`src/rtl/xr128_pkg.sv`:
```
`timescale 1ns / 1ps

package xr128_pkg;

  localparam int unsigned WordW = 64;
  localparam int unsigned HalfW = 32;

  // Operation carried in tuser.
  localparam logic OpDraw = 1'b0;
  localparam logic OpSeed = 1'b1;

  // Mixer constants of the seeding hash.
  localparam logic [WordW-1:0] GoldenStep = 64'h9e3779b97f4a7c15;
  localparam logic [WordW-1:0] MixMulOne  = 64'hbf58476d1ce4e5b9;
  localparam logic [WordW-1:0] MixMulTwo  = 64'h94d049bb133111eb;

  localparam int unsigned MixShiftOne   = 30;
  localparam int unsigned MixShiftTwo   = 27;
  localparam int unsigned MixShiftThree = 31;

  // Generator step.
  localparam int unsigned RotA   = 24;
  localparam int unsigned ShiftB = 16;
  localparam int unsigned RotB   = 37;

  // Double conversion.
  localparam int unsigned FracW   = 52;
  localparam int unsigned ExpW    = 11;
  localparam int unsigned NormW   = FracW + 1;
  localparam int unsigned DropW   = WordW - FracW;
  localparam int unsigned ShCntW  = 6;
  localparam int unsigned NormSteps = 6;
  localparam logic [ExpW-1:0] ExpBias = 11'd1023;

  typedef struct packed {
    logic             done;
    logic [WordW-1:0] bits;
  } norm_status_t;

endpackage

```
`src/rtl/xoroshiro128plus_generator.sv`:
```
`timescale 1ns / 1ps

// Pseudo-random generator with 128 bits of state. A beat with tuser set seeds
// the state through two rounds of a 64-bit mixing hash and gives no output; a
// beat with tuser clear gives one output beat carrying the 64-bit sum of the
// state words and the double bit pattern of a uniform value in (0,1]. Both
// jobs run on one registered 32x32 multiplier and one shift-search normalizer
// under a small sequencer, one beat at a time: no new beat is taken until the
// current one is done. For a draw, the sum and state step happen at the
// accepting edge, then the StNStart state loads the integer to normalize, six
// normalizer steps follow and the StNorm state loads the output register. A
// draw waits for the output register to be free before loading it. In a seed,
// each mixing round is one add, three xor-shifts and two 64-bit modular
// products, each built from three 32x32 partial products. After reset the
// block runs the same seeding pass with a zero seed, during which it takes no
// beat.
module xoroshiro128plus_generator
  import xr128_pkg::*;
(
  input  logic                 clk_i,
  input  logic                 rst_ni,
  input  logic                 s_axis_tvalid_i,
  output logic                 s_axis_tready_o,
  input  logic [WordW-1:0]     s_axis_tdata_i,  // [63:0] seed_value
  input  logic                 s_axis_tuser_i,  // [0] operation
  output logic                 m_axis_tvalid_o,
  input  logic                 m_axis_tready_i,
  output logic [2*WordW-1:0]   m_axis_tdata_o   // [63:0] random_word, [127:64] uniform_bits
);

  localparam logic [2:0] StIdle   = 3'd0;
  localparam logic [2:0] StMixAdd = 3'd1;
  localparam logic [2:0] StMixXs  = 3'd2;
  localparam logic [2:0] StMixMul = 3'd3;
  localparam logic [2:0] StNStart = 3'd4;
  localparam logic [2:0] StNorm   = 3'd5;

  logic [2:0]         state_q, state_d;
  logic [1:0]         round_q, round_d;
  logic [1:0]         ph_q, ph_d;
  logic               half_q, half_d;
  logic [WordW-1:0]   x_q, x_d;
  logic [WordW-1:0]   acc_q, acc_d;
  logic [WordW-1:0]   a_q, a_d;
  logic [WordW-1:0]   b_q, b_d;
  logic [WordW-1:0]   sum_q, sum_d;
  logic               out_valid_q, out_valid_d;
  logic [2*WordW-1:0] out_data_q, out_data_d;

  logic [WordW-1:0]   mul_const;
  logic [WordW-1:0]   xs_val;
  logic [HalfW-1:0]   mul_a, mul_b;
  logic [2*HalfW-1:0] prod;
  logic [WordW-1:0]   prod_hi;
  logic [WordW-1:0]   bx;
  logic               in_fire;
  logic               out_free;
  logic               norm_start;
  logic [NormW-1:0]   norm_n;
  norm_status_t       norm_st;

  assign in_fire  = s_axis_tvalid_i && s_axis_tready_o;
  assign out_free = !out_valid_q || m_axis_tready_i;

  always_comb begin
    case (round_q)
      2'd0:    xs_val = x_q ^ (x_q >> MixShiftOne);
      2'd1:    xs_val = x_q ^ (x_q >> MixShiftTwo);
      default: xs_val = x_q ^ (x_q >> MixShiftThree);
    endcase
  end

  assign mul_const = (round_q == 2'd0) ? MixMulOne : MixMulTwo;

  // Low 64 bits of a 64x64 product: low*low plus both cross terms moved up 32.
  always_comb begin
    case (ph_q)
      2'd0:    begin mul_a = x_q[HalfW-1:0];     mul_b = mul_const[HalfW-1:0];     end
      2'd1:    begin mul_a = x_q[HalfW-1:0];     mul_b = mul_const[WordW-1:HalfW]; end
      default: begin mul_a = x_q[WordW-1:HalfW]; mul_b = mul_const[HalfW-1:0];     end
    endcase
  end

  xr128_mul32 u_mul (
    .clk_i  (clk_i),
    .op_a_i (mul_a),
    .op_b_i (mul_b),
    .prod_o (prod)
  );

  assign prod_hi = {prod[HalfW-1:0], {HalfW{1'b0}}};
  assign bx      = a_q ^ b_q;

  assign norm_start = (state_q == StNStart);
  assign norm_n     = (NormW'(1) << FracW) - NormW'(sum_q[WordW-1:DropW]);

  xr128_norm u_norm (
    .clk_i    (clk_i),
    .rst_ni   (rst_ni),
    .start_i  (norm_start),
    .n_i      (norm_n),
    .status_o (norm_st)
  );

  always_comb begin
    state_d     = state_q;
    round_d     = round_q;
    ph_d        = ph_q;
    half_d      = half_q;
    x_d         = x_q;
    acc_d       = acc_q;
    a_d         = a_q;
    b_d         = b_q;
    sum_d       = sum_q;
    out_data_d  = out_data_q;
    out_valid_d = out_valid_q && !m_axis_tready_i;

    unique case (state_q)
      StIdle: begin
        if (in_fire) begin
          if (s_axis_tuser_i == OpDraw) begin
            sum_d   = a_q + b_q;
            a_d     = ((a_q << RotA) | (a_q >> (WordW - RotA))) ^ bx ^ (bx << ShiftB);
            b_d     = (bx << RotB) | (bx >> (WordW - RotB));
            state_d = StNStart;
          end else begin
            x_d     = s_axis_tdata_i;
            round_d = '0;
            half_d  = 1'b0;
            state_d = StMixAdd;
          end
        end
      end
      StMixAdd: begin
        x_d     = x_q + GoldenStep;
        state_d = StMixXs;
      end
      StMixXs: begin
        x_d = xs_val;
        if (round_q == 2'd2) begin
          round_d = '0;
          if (!half_q) begin
            a_d     = xs_val;
            half_d  = 1'b1;
            state_d = StMixAdd;
          end else begin
            b_d     = xs_val;
            half_d  = 1'b0;
            state_d = StIdle;
          end
        end else begin
          ph_d    = '0;
          state_d = StMixMul;
        end
      end
      StMixMul: begin
        ph_d = ph_q + 2'd1;
        case (ph_q)
          2'd0: ;
          2'd1: acc_d = prod;
          2'd2: acc_d = acc_q + prod_hi;
          default: begin
            x_d     = acc_q + prod_hi;
            round_d = round_q + 2'd1;
            state_d = StMixXs;
          end
        endcase
      end
      StNStart: begin
        state_d = StNorm;
      end
      StNorm: begin
        if (norm_st.done && out_free) begin
          out_data_d  = {norm_st.bits, sum_q};
          out_valid_d = 1'b1;
          state_d     = StIdle;
        end
      end
      default: state_d = StIdle;
    endcase
  end

  // Reset starts a seeding pass with a zero seed.
  always_ff @(posedge clk_i or negedge rst_ni) begin
    if (!rst_ni) begin
      state_q     <= StMixAdd;
      round_q     <= '0;
      ph_q        <= '0;
      half_q      <= 1'b0;
      x_q         <= '0;
      out_valid_q <= 1'b0;
    end else begin
      state_q     <= state_d;
      round_q     <= round_d;
      ph_q        <= ph_d;
      half_q      <= half_d;
      x_q         <= x_d;
      out_valid_q <= out_valid_d;
    end
  end

  always_ff @(posedge clk_i) begin
    acc_q      <= acc_d;
    a_q        <= a_d;
    b_q        <= b_d;
    sum_q      <= sum_d;
    out_data_q <= out_data_d;
  end

  assign s_axis_tready_o = (state_q == StIdle);
  assign m_axis_tvalid_o = out_valid_q;
  assign m_axis_tdata_o  = out_data_q;

endmodule

```
`src/rtl/xr128_mul32.sv`:
```
`timescale 1ns / 1ps

module xr128_mul32
  import xr128_pkg::*;
(
  input  logic                 clk_i,
  input  logic [HalfW-1:0]     op_a_i,
  input  logic [HalfW-1:0]     op_b_i,
  output logic [2*HalfW-1:0]   prod_o
);

  logic [2*HalfW-1:0] prod_q;

  always_ff @(posedge clk_i) begin
    prod_q <= op_a_i * op_b_i;
  end

  assign prod_o = prod_q;

endmodule

```
`src/rtl/xr128_norm.sv`:
```
`timescale 1ns / 1ps

module xr128_norm
  import xr128_pkg::*;
(
  input  logic               clk_i,
  input  logic               rst_ni,
  input  logic               start_i,
  input  logic [NormW-1:0]   n_i,
  output norm_status_t       status_o
);

  logic [NormW-1:0]  val_q, val_d;
  logic [ShCntW-1:0] sh_q, sh_d;
  logic [2:0]        step_q, step_d;
  logic              busy_q, busy_d;
  logic              done_q, done_d;
  logic [ShCntW-1:0] amt;
  logic              top_zero;
  logic [ExpW-1:0]   expo;

  // Binary search for the leading one: try shifts of 32, 16, 8, 4, 2 and 1.
  assign amt      = ShCntW'((2 ** (NormSteps - 1)) >> step_q);
  assign top_zero = (val_q >> (7'(NormW) - 7'(amt))) == '0;

  always_comb begin
    val_d  = val_q;
    sh_d   = sh_q;
    step_d = step_q;
    busy_d = busy_q;
    done_d = done_q;
    if (start_i) begin
      val_d  = n_i;
      sh_d   = '0;
      step_d = '0;
      busy_d = 1'b1;
      done_d = 1'b0;
    end else if (busy_q) begin
      if (top_zero) begin
        val_d = val_q << amt;
        sh_d  = sh_q + amt;
      end
      step_d = step_q + 3'd1;
      if (step_q == 3'(NormSteps - 1)) begin
        busy_d = 1'b0;
        done_d = 1'b1;
      end
    end
  end

  always_ff @(posedge clk_i or negedge rst_ni) begin
    if (!rst_ni) begin
      sh_q   <= '0;
      step_q <= '0;
      busy_q <= 1'b0;
      done_q <= 1'b0;
    end else begin
      sh_q   <= sh_d;
      step_q <= step_d;
      busy_q <= busy_d;
      done_q <= done_d;
    end
  end

  always_ff @(posedge clk_i) begin
    val_q <= val_d;
  end

  assign expo          = ExpBias - ExpW'(sh_q);
  assign status_o.done = done_q;
  assign status_o.bits = {1'b0, expo, val_q[FracW-1:0]};

endmodule
```
`config.mk`:
```
export PLATFORM = sky130hd
export DESIGN_NAME = xoroshiro128plus_generator
export DESIGN_NICKNAME = d
export VERILOG_FILES = /design/src/rtl/xr128_pkg.sv /design/src/rtl/xoroshiro128plus_generator.sv /design/src/rtl/xr128_mul32.sv /design/src/rtl/xr128_norm.sv
export SDC_FILE = /design/constraint.sdc
export NUM_CORES = 2
export LEC_CHECK = 0
export ABC_AREA = 1
export BUFFER_PORTS_ARGS = -buffer_cell sky130_fd_sc_hd__buf_2
export CELL_PAD_IN_SITES_DETAIL_PLACEMENT = 1
export CELL_PAD_IN_SITES_GLOBAL_PLACEMENT = 1
export CORE_UTILIZATION = 49
export DETAILED_ROUTE_END_ITERATION = 16
export MAX_ROUTING_LAYER = met4
export PLACE_DENSITY = 0.85
export SYNTH_ARGS = -nofsm -noshare
export SYNTH_HDL_FRONTEND = slang
export SYNTH_SLANG_ARGS = --single-unit
```
`constraint.sdc`:
```
create_clock -name clk_i -period 14.3 [get_ports clk_i]
set_clock_uncertainty 0.2 [all_clocks]
set_input_delay 2.145 -clock clk_i [delete_from_list [all_inputs] [get_ports clk_i]]
set_output_delay 2.145 -clock clk_i [all_outputs]
set_load 0.005 [all_outputs]
```
# --- After elaboration in Yosys (flattened, before gate mapping) ---
# Cells that the tools add are included.
op_classes:
  reduce_logical: 32
  n_eq_ne: 19
  n_lt_le_gt_ge: 0
  shifts: 3
  bitwise_logic: 9
  muxes: 54
  add_sub_neg: 10
  n_div: 0
  multipliers: 1
op_table:
  columns: ["operator", "count"]
  rows:
  - ["$mux W64", 11]
  - ["$pmux W64 S2", 4]
  - ["$pmux W64 S4", 1]
  - ["$xor A64 B64 Y64", 3]
  - ["$mux W53", 3]
  - ["$add A64 B64 Y64", 2]
  - ["$add A64 B64 Y64 const B", 1]
  - ["$mul A32 B32 Y64", 1]
  - ["$mux W32", 2]
  - ["$or A64 B24 Y64", 1]
  - ["$or A64 B37 Y64", 1]
  - ["$xor A64 B33 Y64", 1]
  - ["$xor A64 B34 Y64", 1]
  - ["$xor A64 B37 Y64", 1]
  - ["$mux W62", 1]
  - ["$logic_not A53 Y1", 1]
  - ["$shl A53 B6 Y53", 1]
  - ["$shr A53 B7 Y53", 1]
  - ["$sub A53 B52 Y53 const A", 1]
  - ["$mux W3", 7]
  - ["$mux W6", 3]
  - ["$pmux W3 S6", 1]
  - ["$reduce_and A5 Y1", 3]
  - ["$ne A2 B2 Y1 const B", 7]
  - ["31 further kinds", 69]
word_totals:
  mem_bits_rw: 0
  register_bits: 584
  input_bits: 69
  latchBits: 0
  mem_count: 0
  out_inout_bits: 130
  rom_bits: 0

# --- Longest topological paths before layout ---
logic_depth:
  ltp_word: 7
  ltp_mapped: 38

# --- By module ---
# Synthesis repeated with hierarchy kept, for this count alone.
hier_totals:
  hier_cells: 10741
  area_unflattened_um2: 77565.6
by_module_without_submodules:
  columns: ["module", "cells_each", "area_each_um2", "n_inst", "seq_area_each_um2"]
  rows:
  - ["xr128_mul32", 5022, 37344.6, 1, 1281.2]
  - ["xoroshiro128plus_generator", 4435, 32376.1, 1, 13359.1]
  - ["xr128_norm", 1284, 7845.0, 1, 1866.8]

# --- Least setup slack after synthesis ---
# OpenSTA, ideal clock, no wires.
synth_timing:
  kind: "in2reg"
  startpoint: "input port m_axis_tready_i"
  endpoint: "register out_data_q[0] (netlist: m_axis_tdata_o[0]), enable pin"
  arrival_time_ns: 10.521
  path_buffers: 0
  setup_ns: 0.753
  cell_stages: 4
  slack_ns: 2.826
  cell_sequence: "inv_1 nand2_1 nand2_1 nor3_1"
synth_between:
  elab_chain_len: 3
synth_lines:
  columns: ["item", "line_no", "text"]
  rows:
  - ["start: declaration", "xoroshiro128plus_generator.sv:27", "input logic m_axis_tready_i,"]
  - ["$logic_or A1 B1 Y1", "xoroshiro128plus_generator.sv:63", "assign out_free = !out_valid_q || m_axis_tready_i;"]
  - ["$logic_and A1 B1 Y1", "xoroshiro128plus_generator.sv:173", "if (norm_st.done && out_free) begin"]
  - ["$reduce_and A2 Y1 (no line)", null, null]
  - ["end signal: assignment", "xoroshiro128plus_generator.sv:207", "out_data_q <= out_data_d;"]
  - ["end: declaration", "xoroshiro128plus_generator.sv:48", "logic [2*WordW-1:0] out_data_q, out_data_d;"]
# No other way between the ends.
# A chain may end at the register's enable or synchronous reset.

# --- Final worst setup path ---
layout_timing:
  startpoint: "register round_q[0]"
  endpoint: "register u_mul.prod_q[54] (netlist: u_mul.prod_o[54])"
layout_between:
  elab_chain_len: 4
layout_lines:
  columns: ["item", "line_no", "text"]
  rows:
  - ["start: declaration", "xoroshiro128plus_generator.sv:39", "logic [1:0] round_q, round_d;"]
  - ["start signal: assignment", "xoroshiro128plus_generator.sv:194", "round_q <= round_d;"]
  - ["$logic_not A2 Y1", "xoroshiro128plus_generator.sv:73", "assign mul_const = (round_q == 2'd0) ? MixMulOne : MixMulTwo;"]
  - ["$mux W62", "xoroshiro128plus_generator.sv:73", null]
  - ["$mux W32", "xoroshiro128plus_generator.sv:77", "case (ph_q)"]
  - ["$mul A32 B32 Y64", "xr128_mul32.sv:15", "prod_q <= op_a_i * op_b_i;"]
  - ["end signal: assignment", "xr128_mul32.sv:15", null]
  - ["end: declaration", "xr128_mul32.sv:12", "logic [2*HalfW-1:0] prod_q;"]
# No other way between the ends.

==> results_dict.tcl <==
set metrics [dict create \
    slew_headroom_pct 5.137 \
    post-route-util_pct 53.39 \
    fin_crit_ns 10.75 \
    vias 63670 \
    reg2reg_slack_ns 3.55 \
    critPathSlowestCell "clkinv_1" \
    cts_hold_buf 0 \
    place_congestion 1.056 \
    chipHeight_um 375.2 \
    grt_max_degree 94 \
    maxCapViolCount 0 \
    tightest_slew_ns 1.405 \
    grt_pass1_vias 67550 \
    hold_viol 0 \
    finalSetupViolations 0 \
    syn_inst 8493 \
    final_common_cell "inv_1" \
    period_share_pct 75.20 \
    end_kind "flip-flop" \
    cts_buffers 73 \
    post-place-cells 10280 \
    antenna_found_initial 11 \
    multiInputGateArea_mm2 0.04460 \
    final_cell_mix "inv_1, nand2_1, nor2_1, fa_1, o21ai_0" \
    htree_levels 3 \
    cp_max_fo 22 \
    post_synth.cell_area_avg_um2 8.035 \
    critPathBufInv 12 \
    cts-resized-gates 0 \
    hp-class "flip-flop to flip-flop" \
    ys.flop_type "edfxtp_1" \
    synth_area_leaders "fa_1, edfxtp_1, inv_1" \
    netlist.area_leader.share_pct 23.47 \
    synth_cell_types 61 \
    yosysSeqAreaShare_pct 23.93 \
    cp_num_cells 30 \
    post_cts_buffers 0 \
    post-route-drc-count 0 \
    drive_above_1_share_pct 6.151 \
    cp.required_ns 14.64 \
    min_path_cells 0 \
    via_per_inst 6.109 \
    overflow 0 \
    grt_use_total_pct 45.96 \
    drtAntennaViolNets 0 \
    slew_violations 0 \
    routedWlPerCell_um 30.23 \
    clk_path_buf_depth 3 \
    critPathKind "flip-flop to flip-flop" \
    dp_hpwl_um 258300 \
    yosysWarnings 0 \
    yosysTopAreaCell "fa_1" \
    fillers 16890 \
    fp-row-count 136 \
    worst_setup_path_start_kind "flip-flop" \
    cts_tree "built" \
    place_area_mm2 0.07111 \
    slowest_delay_ns 0.96 \
    coreArea_mm2 0.1378 \
    io_pins 199 \
    area_delta_synth_final_pct 7.838 \
    regArea_mm2 0.01633 \
    run_status "finished, final reports clean" \
    insertion_delay_ns 0.71 \
    cts.sinks 579 \
    cp.arrival_ns 11.09 \
    setup_tns_ns 0 \
    fmax_mhz 92.99 \
    ff2ff_path_depth 30 \
    drtPass1Iterations 6 \
    nNetsFinal 9900 \
    rsz0062_at_grt "no" \
    clk_pin_slew_worst_paths_ns 0.06 \
    synth_edf_count 431 \
    ys_async_sr_fraction_pct 14.51 \
    die_w_um 375.2 \
    crit_family "adder cells" \
    port_buffers 192 \
    fin_area_mm2 0.07359 \
    dieArea_mm2 0.1408 \
    ys_ff_latch 579 \
    root_buffer "clkbuf_16" \
    start_util_pct 49.51 \
    routed_wl_um 315000 \
    netlist_area_mm2 0.06824 \
    fin_cells 10420 \
    drt-initial-drc-count 7372 \
    grt_pass1_wl_um 454200 \
]
==> cell families after synthesis <==
group                      count (synthesis)  share of synthesized area [%]
xor gates and xnor gates                 289                          3.709
AOI/OAI and AO/OA                       1326                          10.87
and+or+nand+nor                         3082                          18.45
other                                      2                        0.01101
muxes                                      2                        0.02934
adders and majority gates               1271                          32.10
buffers and inverters                   1942                          10.90
DFF                                      579                          23.93
==> layer usage <==
layer / global-route usage, % / up-vias / wire, µm
met5: - / - / 0
met4: 30.81 / 0 / 25340
met3: 8.811 / 1133 / 28690
met2: 69.91 / 3590 / 141800
met1: 55.66 / 31860 / 119200
li1: - / 27090 / -
==> registers in the layout, indices dropped and copies added (netlist names), 6 cells and up <==
signal / flops
u_norm.val_q: 53
m_axis_tdata_o: 122
b_q: 64
x_q: 64
u_mul.prod_o: 64
a_q: 64
u_norm.sh_q: 6
sum_q: 64
acc_q: 64
==> final timing paths <==
| kind | startpoint | to |
|---|---|---|
| max | round_q[0]$_DFFE_PN0P_ | u_mul.prod_o[54]$_DFF_P_ |
| min reg2reg | sum_q[6]$_DFFE_PP_ | m_axis_tdata_o[6]$_DFFE_PP_ |
| max reg2reg | round_q[0]$_DFFE_PN0P_ | u_mul.prod_o[54]$_DFF_P_ |
| min in group asynchronous | rst_ni | x_q[51]$_DFFE_PN0P_ |
| min | sum_q[6]$_DFFE_PP_ | m_axis_tdata_o[6]$_DFFE_PP_ |
| max in group asynchronous | rst_ni | u_norm.sh_q[1]$_DFFE_PN0P_ |
==> worst register-to-register path, delay by kind of cell (launching register included) <==
family | cells | cell delay, ns
buffers and inverters | 12 | 2.55
DFF | 1 | 0.38
and+or+nand+nor | 5 | 1.50
xor gates and xnor gates | 1 | 0.14
adders and majority gates | 10 | 5.02
AOI/OAI and AO/OA | 2 | 0.79
==> Yosys cell counts (7+ instances only) <==
library cell / n
inv_2: 15
edfxtp_1: 431
fa_1: 800
dfxtp_1: 64
or2_2: 33
a21oi_1: 405
nand4_1: 49
a21boi_0: 11
a211oi_1: 9
o21a_1: 16
a21o_1: 24
o211ai_1: 38
o21ai_2: 11
and2_1: 10
inv_1: 1585
o22ai_1: 19
nand3_1: 415
o21ai_0: 552
nor2_1: 944
o21ai_1: 64
xor2_1: 193
o21bai_1: 25
buf_6: 7
nor3_1: 87
dfrtp_1: 83
buf_4: 11
clkbuf_1: 252
clkinv_1: 16
xnor2_1: 96
buf_2: 43
o311ai_0: 40
buf_1: 12
o221ai_1: 15
ha_1: 471
a31oi_1: 63
nor4_1: 16
nand2_1: 1496
==> layout make-up <==
| class | instances | share of cell area [%] |
|---|---|---|
| clock inverter | 45 | 0.7090 |
| clock buffer | 86 | 2.617 |
| timing repair buffer | 314 | 2.555 |
| sequential | 579 | 22.19 |
| inverter | 1616 | 8.246 |
| antenna | 11 | 0.03740 |
| multi-input combinational | 5976 | 60.60 |
| tap | 1794 | 3.050 |
==> per-stage QoR <==
| step | hold WS (ns) | setup slack (ns) |
|---|---|---|
| 2_1_floorplan | 0.2003 | 2.826 |
| 3_3_place_gp | 0.2008 | 3.370 |
| 3_5_place_dp | 0.2063 | 4.035 |
| 4_1_cts | 0.2201 | 3.951 |
| 5_1_grt | 0.2234 | 3.365 |
| 6_report | 0.2217 | 3.546 |
Power is left out: the tool's default activity adds up to more than one toggle a clock period on the data nets, which glitch-free logic cannot reach.
